`src/hdl/pu2x_pkg.sv`:
```
// ----------------------------------------------------------------------------
// pu2x_pkg
// Shared types, constants and helpers of the 2x nearest-neighbour upscaler.
// ----------------------------------------------------------------------------
package pu2x_pkg;

  localparam int           WIDTH_BITS      = 7;
  localparam int           PIXEL_BITS      = 16;
  localparam int           COUNT_BITS      = 3;
  localparam logic [6:0]   WIDTH_RESET     = 7'd120;
  localparam logic [2:0]   PIX_COUNT_FULL  = 3'd4;
  localparam logic [2:0]   PIX_COUNT_HALF  = 3'd2;

  typedef enum logic [1:0] {
    ST_PASS,
    ST_READ,
    ST_SEND
  } state_t;

  // Controller to datapath
  typedef struct packed {
    logic load_in;
    logic rd_en;
    logic load_replay;
    logic idx_clr;
    logic idx_inc;
  } dp_cmd_t;

  // Datapath to controller
  typedef struct packed {
    logic row_end;
    logic idx_last;
    logic out_free;
  } dp_status_t;

  function automatic logic [15:0] swap_bytes(input logic [15:0] p);
    return {p[7:0], p[15:8]};
  endfunction

endpackage

```
`src/hdl/pu2x_ctrl.sv`:
```
// ----------------------------------------------------------------------------
// pu2x_ctrl
// Sequencer: passes source pairs through, then steps the row replay.
// ----------------------------------------------------------------------------
module pu2x_ctrl (
  input  logic                 clk,
  input  logic                 rst,
  input  logic                 src_valid,
  output logic                 src_stall,
  input  pu2x_pkg::dp_status_t status,
  output pu2x_pkg::dp_cmd_t    cmd
);

  pu2x_pkg::state_t state, state_next;

  always_ff @(posedge clk) begin
    if (rst) begin
      state <= pu2x_pkg::ST_PASS;
    end else begin
      state <= state_next;
    end
  end

  always_comb begin
    state_next = state;
    cmd        = '0;
    src_stall  = 1'b1;
    unique case (state)
      pu2x_pkg::ST_PASS: begin
        src_stall   = !status.out_free;
        cmd.load_in = src_valid && status.out_free;
        if (cmd.load_in && status.row_end) begin
          cmd.idx_clr = 1'b1;
          state_next  = pu2x_pkg::ST_READ;
        end
      end
      pu2x_pkg::ST_READ: begin
        // first stored pair is fetched here, ahead of its result
        cmd.rd_en  = 1'b1;
        state_next = pu2x_pkg::ST_SEND;
      end
      pu2x_pkg::ST_SEND: begin
        if (status.out_free) begin
          cmd.load_replay = 1'b1;
          if (status.idx_last) begin
            state_next = pu2x_pkg::ST_PASS;
          end else begin
            cmd.idx_inc = 1'b1;
            cmd.rd_en   = 1'b1;
          end
        end
      end
      default: begin
        state_next = pu2x_pkg::ST_PASS;
      end
    endcase
  end

endmodule

```
`src/hdl/pu2x_datapath.sv`:
```
// ----------------------------------------------------------------------------
// pu2x_datapath
// Width register, pair position, line store and the output register.
// ----------------------------------------------------------------------------
module pu2x_datapath #(
  parameter int MAX_SOURCE_WIDTH = 120
) (
  input  logic                 clk,
  input  logic                 rst,
  input  logic                 cfg_valid,
  input  logic [6:0]           source_width,
  input  logic [15:0]          pixel_a,
  input  logic [15:0]          pixel_b,
  input  pu2x_pkg::dp_cmd_t    cmd,
  output pu2x_pkg::dp_status_t status,
  output logic                 dst_valid,
  input  logic                 dst_stall,
  output logic [15:0]          out_pixel_0,
  output logic [15:0]          out_pixel_1,
  output logic [15:0]          out_pixel_2,
  output logic [15:0]          out_pixel_3,
  output logic [2:0]           pixel_count,
  output logic                 is_repeat_row,
  output logic                 last
);

  // the width register cannot exceed 127, so neither can the usable width
  localparam int         WCAP        = (MAX_SOURCE_WIDTH < 127) ? MAX_SOURCE_WIDTH : 127;
  localparam int         STORE_DEPTH = (WCAP + 1) / 2;
  localparam int         PW          = (STORE_DEPTH > 1) ? $clog2(STORE_DEPTH) : 1;
  localparam logic [6:0] WCAP_W      = 7'(WCAP);

  logic [6:0]    width_setting;
  logic [6:0]    width_act;
  logic [6:0]    width_m1;
  logic [5:0]    last_pair;
  logic [PW-1:0] last_idx;
  logic          odd;

  logic [PW-1:0] pos;
  logic [PW-1:0] idx;
  logic [PW-1:0] rd_addr;
  logic [31:0]   row_store [STORE_DEPTH];
  logic [31:0]   rd_q;

  logic          row_end;
  logic          count_full;
  logic          rep_full;
  logic          idx_last;
  logic [15:0]   sw_a;
  logic [15:0]   sw_b;
  logic [31:0]   in_word;

  always_ff @(posedge clk) begin
    if (rst) begin
      width_setting <= pu2x_pkg::WIDTH_RESET;
    end else if (cfg_valid) begin
      width_setting <= source_width;
    end
  end

  always_comb begin
    priority if (width_setting == 7'd0) begin
      width_act = 7'd1;
    end else if (width_setting > WCAP_W) begin
      width_act = WCAP_W;
    end else begin
      width_act = width_setting;
    end
  end

  assign width_m1  = width_act - 7'd1;
  assign last_pair = width_m1[6:1];
  assign last_idx  = last_pair[PW-1:0];
  assign odd       = width_act[0];

  assign row_end    = (pos >= last_idx);
  assign count_full = !((pos == last_idx) && odd);
  assign sw_a       = pu2x_pkg::swap_bytes(pixel_a);
  assign sw_b       = pu2x_pkg::swap_bytes(pixel_b);
  assign in_word    = {(count_full ? sw_b : 16'h0000), sw_a};

  assign idx_last = (idx == last_idx);
  assign rep_full = !(idx_last && odd);
  assign rd_addr  = cmd.idx_inc ? idx + PW'(1) : idx;

  assign status.row_end  = row_end;
  assign status.idx_last = idx_last;
  assign status.out_free = !dst_valid || !dst_stall;

  always_ff @(posedge clk) begin
    if (rst) begin
      pos <= '0;
    end else if (cmd.load_in) begin
      pos <= row_end ? '0 : pos + PW'(1);
    end
  end

  always_ff @(posedge clk) begin
    if (rst) begin
      idx <= '0;
    end else if (cmd.idx_clr) begin
      idx <= '0;
    end else if (cmd.idx_inc) begin
      idx <= idx + PW'(1);
    end
  end

  // line store: one write port for the incoming pair, one registered read
  always_ff @(posedge clk) begin
    if (cmd.load_in) begin
      row_store[pos] <= in_word;
    end
    if (cmd.rd_en) begin
      rd_q <= row_store[rd_addr];
    end
  end

  always_ff @(posedge clk) begin
    if (rst) begin
      dst_valid <= 1'b0;
    end else if (cmd.load_in || cmd.load_replay) begin
      dst_valid <= 1'b1;
    end else if (!dst_stall) begin
      dst_valid <= 1'b0;
    end
  end

  always_ff @(posedge clk) begin
    if (cmd.load_in) begin
      out_pixel_0   <= sw_a;
      out_pixel_1   <= sw_a;
      out_pixel_2   <= in_word[31:16];
      out_pixel_3   <= in_word[31:16];
      pixel_count   <= count_full ? pu2x_pkg::PIX_COUNT_FULL : pu2x_pkg::PIX_COUNT_HALF;
      is_repeat_row <= 1'b0;
      last          <= !row_end;
    end else if (cmd.load_replay) begin
      out_pixel_0   <= rd_q[15:0];
      out_pixel_1   <= rd_q[15:0];
      out_pixel_2   <= rep_full ? rd_q[31:16] : 16'h0000;
      out_pixel_3   <= rep_full ? rd_q[31:16] : 16'h0000;
      pixel_count   <= rep_full ? pu2x_pkg::PIX_COUNT_FULL : pu2x_pkg::PIX_COUNT_HALF;
      is_repeat_row <= 1'b1;
      last          <= idx_last;
    end
  end

  a_pos_in_store: assert property (@(posedge clk) disable iff (rst)
    pos <= PW'(STORE_DEPTH - 1))
    else $error("pair position beyond line store");

  a_row_end_wraps: assert property (@(posedge clk) disable iff (rst)
    (cmd.load_in && row_end) |=> (pos == '0))
    else $error("pair position not reset at row end");

  a_one_load: assert property (@(posedge clk) disable iff (rst)
    !(cmd.load_in && cmd.load_replay))
    else $error("pass-through and replay loaded together");

  a_count_legal: assert property (@(posedge clk) disable iff (rst)
    dst_valid |-> (pixel_count == pu2x_pkg::PIX_COUNT_FULL ||
                   pixel_count == pu2x_pkg::PIX_COUNT_HALF))
    else $error("illegal pixel count");

endmodule

```
`src/hdl/pixel_upscale_2x_nearest_core.sv`:
```
// ----------------------------------------------------------------------------
// pixel_upscale_2x_nearest_core
// 2x nearest-neighbour upscaler for RGB565 pixels with a one-row line store.
// ----------------------------------------------------------------------------
// Source pairs enter on src_* (valid/stall) in raster order; each pixel is
// byte-swapped and doubled horizontally, giving up to four display pixels per
// result on dst_* (valid/stall). After the last pair of a row the stored row
// is replayed once (is_repeat_row set), its final result marked last.
// source_width is written over cfg_valid/cfg_ready, which is always ready;
// write it only while no transaction is in flight.
// A result appears in the output register in the cycle after its pair is
// accepted. A row's pairs are accepted first, then the first stored pair is
// fetched, then one replay result follows per cycle while the receiver does
// not stall; the replay is paced by the single read port of the line store.
// A finished result waits in the output register while the next pair is
// taken, as long as the receiver drains it; while dst_stall holds a result
// the block stalls its source and the replay halts in place.
// Reset clears the pair position and restores source_width to 120; the line
// store contents are undefined and are never read before being written.
// ----------------------------------------------------------------------------
module pixel_upscale_2x_nearest_core #(
  parameter int MAX_SOURCE_WIDTH = 120
) (
  input  logic        clk,
  input  logic        rst,
  input  logic        cfg_valid,
  output logic        cfg_ready,
  input  logic [6:0]  source_width,
  input  logic        src_valid,
  output logic        src_stall,
  input  logic [15:0] pixel_a,
  input  logic [15:0] pixel_b,
  output logic        dst_valid,
  input  logic        dst_stall,
  output logic [15:0] out_pixel_0,
  output logic [15:0] out_pixel_1,
  output logic [15:0] out_pixel_2,
  output logic [15:0] out_pixel_3,
  output logic [2:0]  pixel_count,
  output logic        is_repeat_row,
  output logic        last
);

  pu2x_pkg::dp_cmd_t    cmd;
  pu2x_pkg::dp_status_t status;

  assign cfg_ready = 1'b1;

  pu2x_ctrl u_ctrl (
    .clk       (clk),
    .rst       (rst),
    .src_valid (src_valid),
    .src_stall (src_stall),
    .status    (status),
    .cmd       (cmd)
  );

  pu2x_datapath #(
    .MAX_SOURCE_WIDTH (MAX_SOURCE_WIDTH)
  ) u_datapath (
    .clk           (clk),
    .rst           (rst),
    .cfg_valid     (cfg_valid && cfg_ready),
    .source_width  (source_width),
    .pixel_a       (pixel_a),
    .pixel_b       (pixel_b),
    .cmd           (cmd),
    .status        (status),
    .dst_valid     (dst_valid),
    .dst_stall     (dst_stall),
    .out_pixel_0   (out_pixel_0),
    .out_pixel_1   (out_pixel_1),
    .out_pixel_2   (out_pixel_2),
    .out_pixel_3   (out_pixel_3),
    .pixel_count   (pixel_count),
    .is_repeat_row (is_repeat_row),
    .last          (last)
  );

endmodule

```
`config.mk`:
```
export PLATFORM = sky130hd
export DESIGN_NAME = pixel_upscale_2x_nearest_core
export DESIGN_NICKNAME = d
export VERILOG_FILES = /design/src/hdl/pu2x_pkg.sv /design/src/hdl/pu2x_ctrl.sv /design/src/hdl/pu2x_datapath.sv /design/src/hdl/pixel_upscale_2x_nearest_core.sv
export SDC_FILE = /design/constraint.sdc
export NUM_CORES = 2
export LEC_CHECK = 0
export ABC_AREA = 1
export BUFFER_PORTS_ARGS = -buffer_cell sky130_fd_sc_hd__buf_2
export CORE_MARGIN = 2
export CORE_UTILIZATION = 55
export DETAILED_ROUTE_END_ITERATION = 16
export PLACE_DENSITY = 0.71
export RECOVER_POWER = 100
export SLEW_MARGIN = 0
export SYNTH_ARGS = -nofsm -noshare
export SYNTH_HDL_FRONTEND = slang
export SYNTH_HIERARCHICAL = 1
export SYNTH_SLANG_ARGS = --single-unit
```
`constraint.sdc`:
```
create_clock -name clk -period 5.1 [get_ports clk]
set_input_delay 1.02 -clock clk [delete_from_list [all_inputs] [get_ports clk]]
set_output_delay 1.02 -clock clk [all_outputs]
set_load 0.05 [all_outputs]
```
After elaboration in Yosys (flattened, before gate mapping)
Memory sizes are Yosys's and may differ from the RTL's. A register that Yosys moved wholly into a read port is not among the register bits.
Index checks and enable logic that the tools add are counted.
Word-level totals
  register bits after elaboration: 59
  memory bits (writable): 1920
  input port bits: 44
  output and inout bits: 72
  word-level logic and storage cells: 73
  memories kept: 1
Operators by class
  add/subtract/negate cells: 3
  order comparisons: 2
  eq/ne operators: 8
  muxes and demuxes: 34
  reduce and logical (&&, ||, !) cells: 15
Memories
  u_datapath.row_store: words 60, width 32, read ports 1, clocked after Yosys merged registers in 1, wr ports 1, RTL line pu2x_datapath.sv:43  | logic [31:0] row_store [STORE_DEPTH];
Operators by type and width (count)
  $mux W16: 6
  $mux W1: 14
  $mux W7: 2
  $add A6 B1 Y6 const B: 2
  $eq A6 B6 Y1: 2
  $mux W3: 4
  $mux W6: 2
  $mux W2: 4
  $ne A2 B1 Y1 const B: 4
  $gt A7 B7 Y1 const B: 1
  $logic_not A7 Y1: 1
  $sub A7 B1 Y7 const B: 1
  $ge A6 B6 Y1: 1
  $pmux W2 S3: 1
  $logic_and A1 B1 Y1: 4
  $logic_not A1 Y1: 4
  $reduce_and A3 Y1: 1
  $eq A2 B1 Y1 const B: 1
  $eq A2 B2 Y1 const B: 1
  $logic_not A2 Y1: 1
  $logic_or A1 B1 Y1: 2
  $pmux W1 S2: 1
  $reduce_bool A2 Y1: 1
  $reduce_or A2 Y1: 1

Logic depth before layout (Yosys ltp)
  word-level depth: 10
  depth in mapped cells: 29
  gate-level depth less buffers: 26

Modules after synthesis
The synthesis kept the hierarchy.
By module, submodules not included
  pu2x_datapath: instances 1, cells each 6209, area an instance 80404.6 µm², seq. area each 60087.6 µm²
  pu2x_ctrl: instances 1, cells each 31, area an instance 190.2 µm², seq. area each 40.0 µm²
  pixel_upscale_2x_nearest_core: instances 1, cells each 2, area an instance 11.3 µm², seq. area each 0.0 µm²

Worst setup path before layout
OpenSTA, ideal clock, no wires.
  path kind: in2reg
  from: input dst_stall
  to: memory u_datapath.row_store[32][0], enable pin
  setup time: 0.461 ns
  arrival: 4.394 ns
  required time: 4.639 ns
  path slack: 0.245 ns
  stages on the path: 7
  buffers on the path: 0
  cells stage by stage: nand2_1 -> nand2_1 -> nor2_1 -> clkinv_1 -> nor3_1 -> inv_1 -> nor3_1
RTL lines
  start, declared: RTL line pixel_upscale_2x_nearest_core.sv:34  | input logic dst_stall,
  end, declared: RTL line pu2x_datapath.sv:43

==> flow_metrics.tcl <==
set metrics [dict create \
    period_minus_slack_ns 5.02 \
    drc 0 \
    cp_data_required_time_ns 5.46 \
    core_mm2 0.146 \
    cts_buffers 196 \
    tritoncts "yes" \
    period_share_pct 98.4 \
    drt-met1-wl_um 86200 \
    std_cell_rows 140 \
    ys_warn_count 6 \
    synth_cell_type_count 37 \
    tightest_slew_ns 3.46 \
    die-height_um 387 \
    timing.fmax_ghz 0.199 \
    cellLeakagePower_nw 29.4 \
    grt_pass1_vias 49593 \
    first_iter_violations 7771 \
    status "finished, violations left" \
    routed.top_layer "met5" \
    rsz0062_at_grt "true" \
    reg2reg_slack_ns 0.08 \
    first_pass_iters 6 \
    area_growth_syn_to_layout_pct 11.9 \
    cts_root_buf "clkbuf_16" \
    hold_class "in2reg" \
    grt_remaining_overflow 0 \
    dp.cells 8029 \
    portBuffers 113 \
    synthesis.area_mm2 0.0806 \
    fin_skew_ns 0.0299 \
    p_sw_mw 13.6 \
    path_max_fanout 32 \
    ios 116 \
    power_frac_comb_pct 23.1 \
    dpl.hpwl_um 118000 \
    finalNetCount 6376 \
    synth.yosys.seq_area_share_pct 74.6 \
    final_area_mm2 0.0902 \
    layoutNonFillerInstCount 8398 \
    cts.sinks 2010 \
    grt_usage_pct 29.5 \
    finalWirelength_um 227000 \
    clock_latency_ns 0.83 \
    start_kind "register" \
    power_mw 42.3 \
    setup_viol 0 \
    synth_nets 6298 \
    critPathMaxStageDelay_ns 2.19 \
    ys.flop_type "edfxtp_1" \
    wl_per_cell_um 27.1 \
    met2_length_um 104000 \
    hold_viol 0 \
    clockBufferDepth 3 \
    finalSetupTns_ns 0 \
    fillers 10803 \
    worstSetupPathType "reg2reg" \
    viasPerCell 6.33 \
    layout-drive-gt1-share_pct 9.22 \
    peakVddDrop_mv 0.401 \
    path_buf_inv 2 \
    route.met3.wl_um 29200 \
    async_reset_ff_share_pct 0 \
    slew_headroom_pct -131 \
    avgSynthCellArea_um2 12.9 \
    grt_pass1_wl_um 325000 \
    place.gp.congestion 0.869 \
    sw_frac_of_total_pct 32.1 \
    clkTransAtPathRegs_ns 0.06 \
    crit_family "buffers and inverters" \
    start_util_pct 55.4 \
    p_clk_share_pct 32.3 \
    whs_ns 0.477 \
    seqPwrFrac_pct 44.6 \
    powerDensity_mw_per_mm2 469 \
    synth-seq-cells 2010 \
    ant_nets 0 \
    crit_path_end_kind "register" \
    die_w_um 387 \
    violations "capacitance limit, slew limit" \
    syn_inst 6242 \
    final_util_pct 62.0 \
    grt_max_degree 188 \
    cp_slowest_cell "clkbuf_1" \
    fin_ws_ns 0.0832 \
    synth-edff-count 1987 \
    crit_chain "nand2_1, nand2_1, nor2_1, nand3_1, clkbuf_1, nor2_4, clkbuf_1" \
    die_area_mm2 0.150 \
    final-max-slew-violation-count 1880 \
    dp_slack_ns 0.0680 \
    maxCapViolations 56 \
    post_dp_cell_area_mm2 0.0844 \
    p_int_mw 28.8 \
    cts_htree_levels 4 \
    num_vias 53164 \
    worstPathArrival_ns 5.38 \
    antenna_found_initial 12 \
]
==> placed cells by master (no fill, tap or decap), drive strengths merged <==
master and count:
ha 12, edfxtp 1987, o21bai 96, o22ai 32, xnor2 1, clkinvlp 7, nand3 395, clkinv 81
diode 4, nand2 239, o21a 1, nor2 1197, dfxtp 23, a21boi 1, bufinv 5, clkbuf 413
and2 1, xor2 9, or2 2, a21oi 206, a31oi 1, inv 205, conb 2, nand4 7
buf 186, o21ai 943, o211ai 416, nor3 9
==> routing by layer <==
| layer | GRT usage (%) | vias to the layer above |
|---|---|---|
| li1 | - | 23082 |
| met1 | 41.0 | 26084 |
| met2 | 45.7 | 3502 |
| met3 | 7.12 | 494 |
| met4 | 10.6 | 2 |
| met5 | 0 | - |
==> what timing repair did <==
item / CTS / global route
buffers inserted: 0 / 5
resized for setup: 0 / 24
setup endpoints to repair: 0 / 23
hold buffers: 0 / 0
==> synth_stat cells (43+ instances only) <==
library cell,n,area [um2]
edfxtp_1,1987,59700
nor2_1,1195,4490
o21ai_0,900,4500
o211ai_1,416,3120
nand3_1,395,1980
nand2_1,233,875
clkbuf_1,227,852
a21oi_1,206,1030
inv_1,194,728
buf_2,149,746
o21bai_1,96,721
buf_4,45,338
o21ai_1,43,215
==> power groups by stage <==
stage                     registers (mW)  logic [mW]  clock network, mW
after detailed placement            19.2        9.49                  0
after CTS                           18.9        9.53               13.7
after global placement              19.2        9.29                  0
final                               18.9        9.77               13.7
after floorplan                     19.6        6.19                  0
after global routing                18.9        10.6               14.4
==> kinds of logic (layout without fill, tap and decap cells) <==
| family | count (synthesis) | after routing | share of synthesized area, % |
|---|---|---|---|
| XOR/XNOR | 10 | 10 | 0.109 |
| other | 2 | 6 | 0.00932 |
| AO/OA/AOI/OAI | 1696 | 1696 | 12.2 |
| adder cells (fa/ha/maj) | 12 | 12 | 0.186 |
| AND/OR/NAND/NOR | 1847 | 1850 | 9.31 |
| buffers and inverters | 665 | 897 | 3.61 |
| flip-flops | 2010 | 2010 | 74.6 |
==> worst paths after layout <==
check,from,endpoint,depth (start not counted)
setup reg to reg,u_datapath/dst_valid,u_datapath/row_store[59][2],7
hold reg to reg,u_datapath/is_repeat_row,u_datapath/is_repeat_row,2
hold / removal,cfg_valid,u_datapath/width_setting[6],2
setup / recovery,u_datapath/dst_valid,u_datapath/row_store[59][2],7
==> cell type report <==
type	count	area (um2)	share of cell area, %
multi-input cells	3570	18200	20.2
clock buffers	256	5320	5.89
clock inverters	99	678	0.752
flip-flops and latches	2010	60100	66.7
inverters	199	774	0.859
repair buffers	343	2670	2.96
well taps	1917	2400	2.66
diodes	4	10.0	0.0111
==> flip-flops by register name, summed over array words and instances, names as in the netlist <==
name and cells:
u_datapath/pos 6, u_datapath/out_pixel_1 16, u_datapath/width_setting 7, u_datapath/idx 6, u_datapath/rd_q 32, u_datapath/dst_valid 1, u_datapath/last 1, u_ctrl/state 2
u_datapath/out_pixel_3 16, u_datapath/is_repeat_row 1, u_datapath/pixel_count 2, u_datapath/row_store 1920
(Power assumes the default switching activity.)
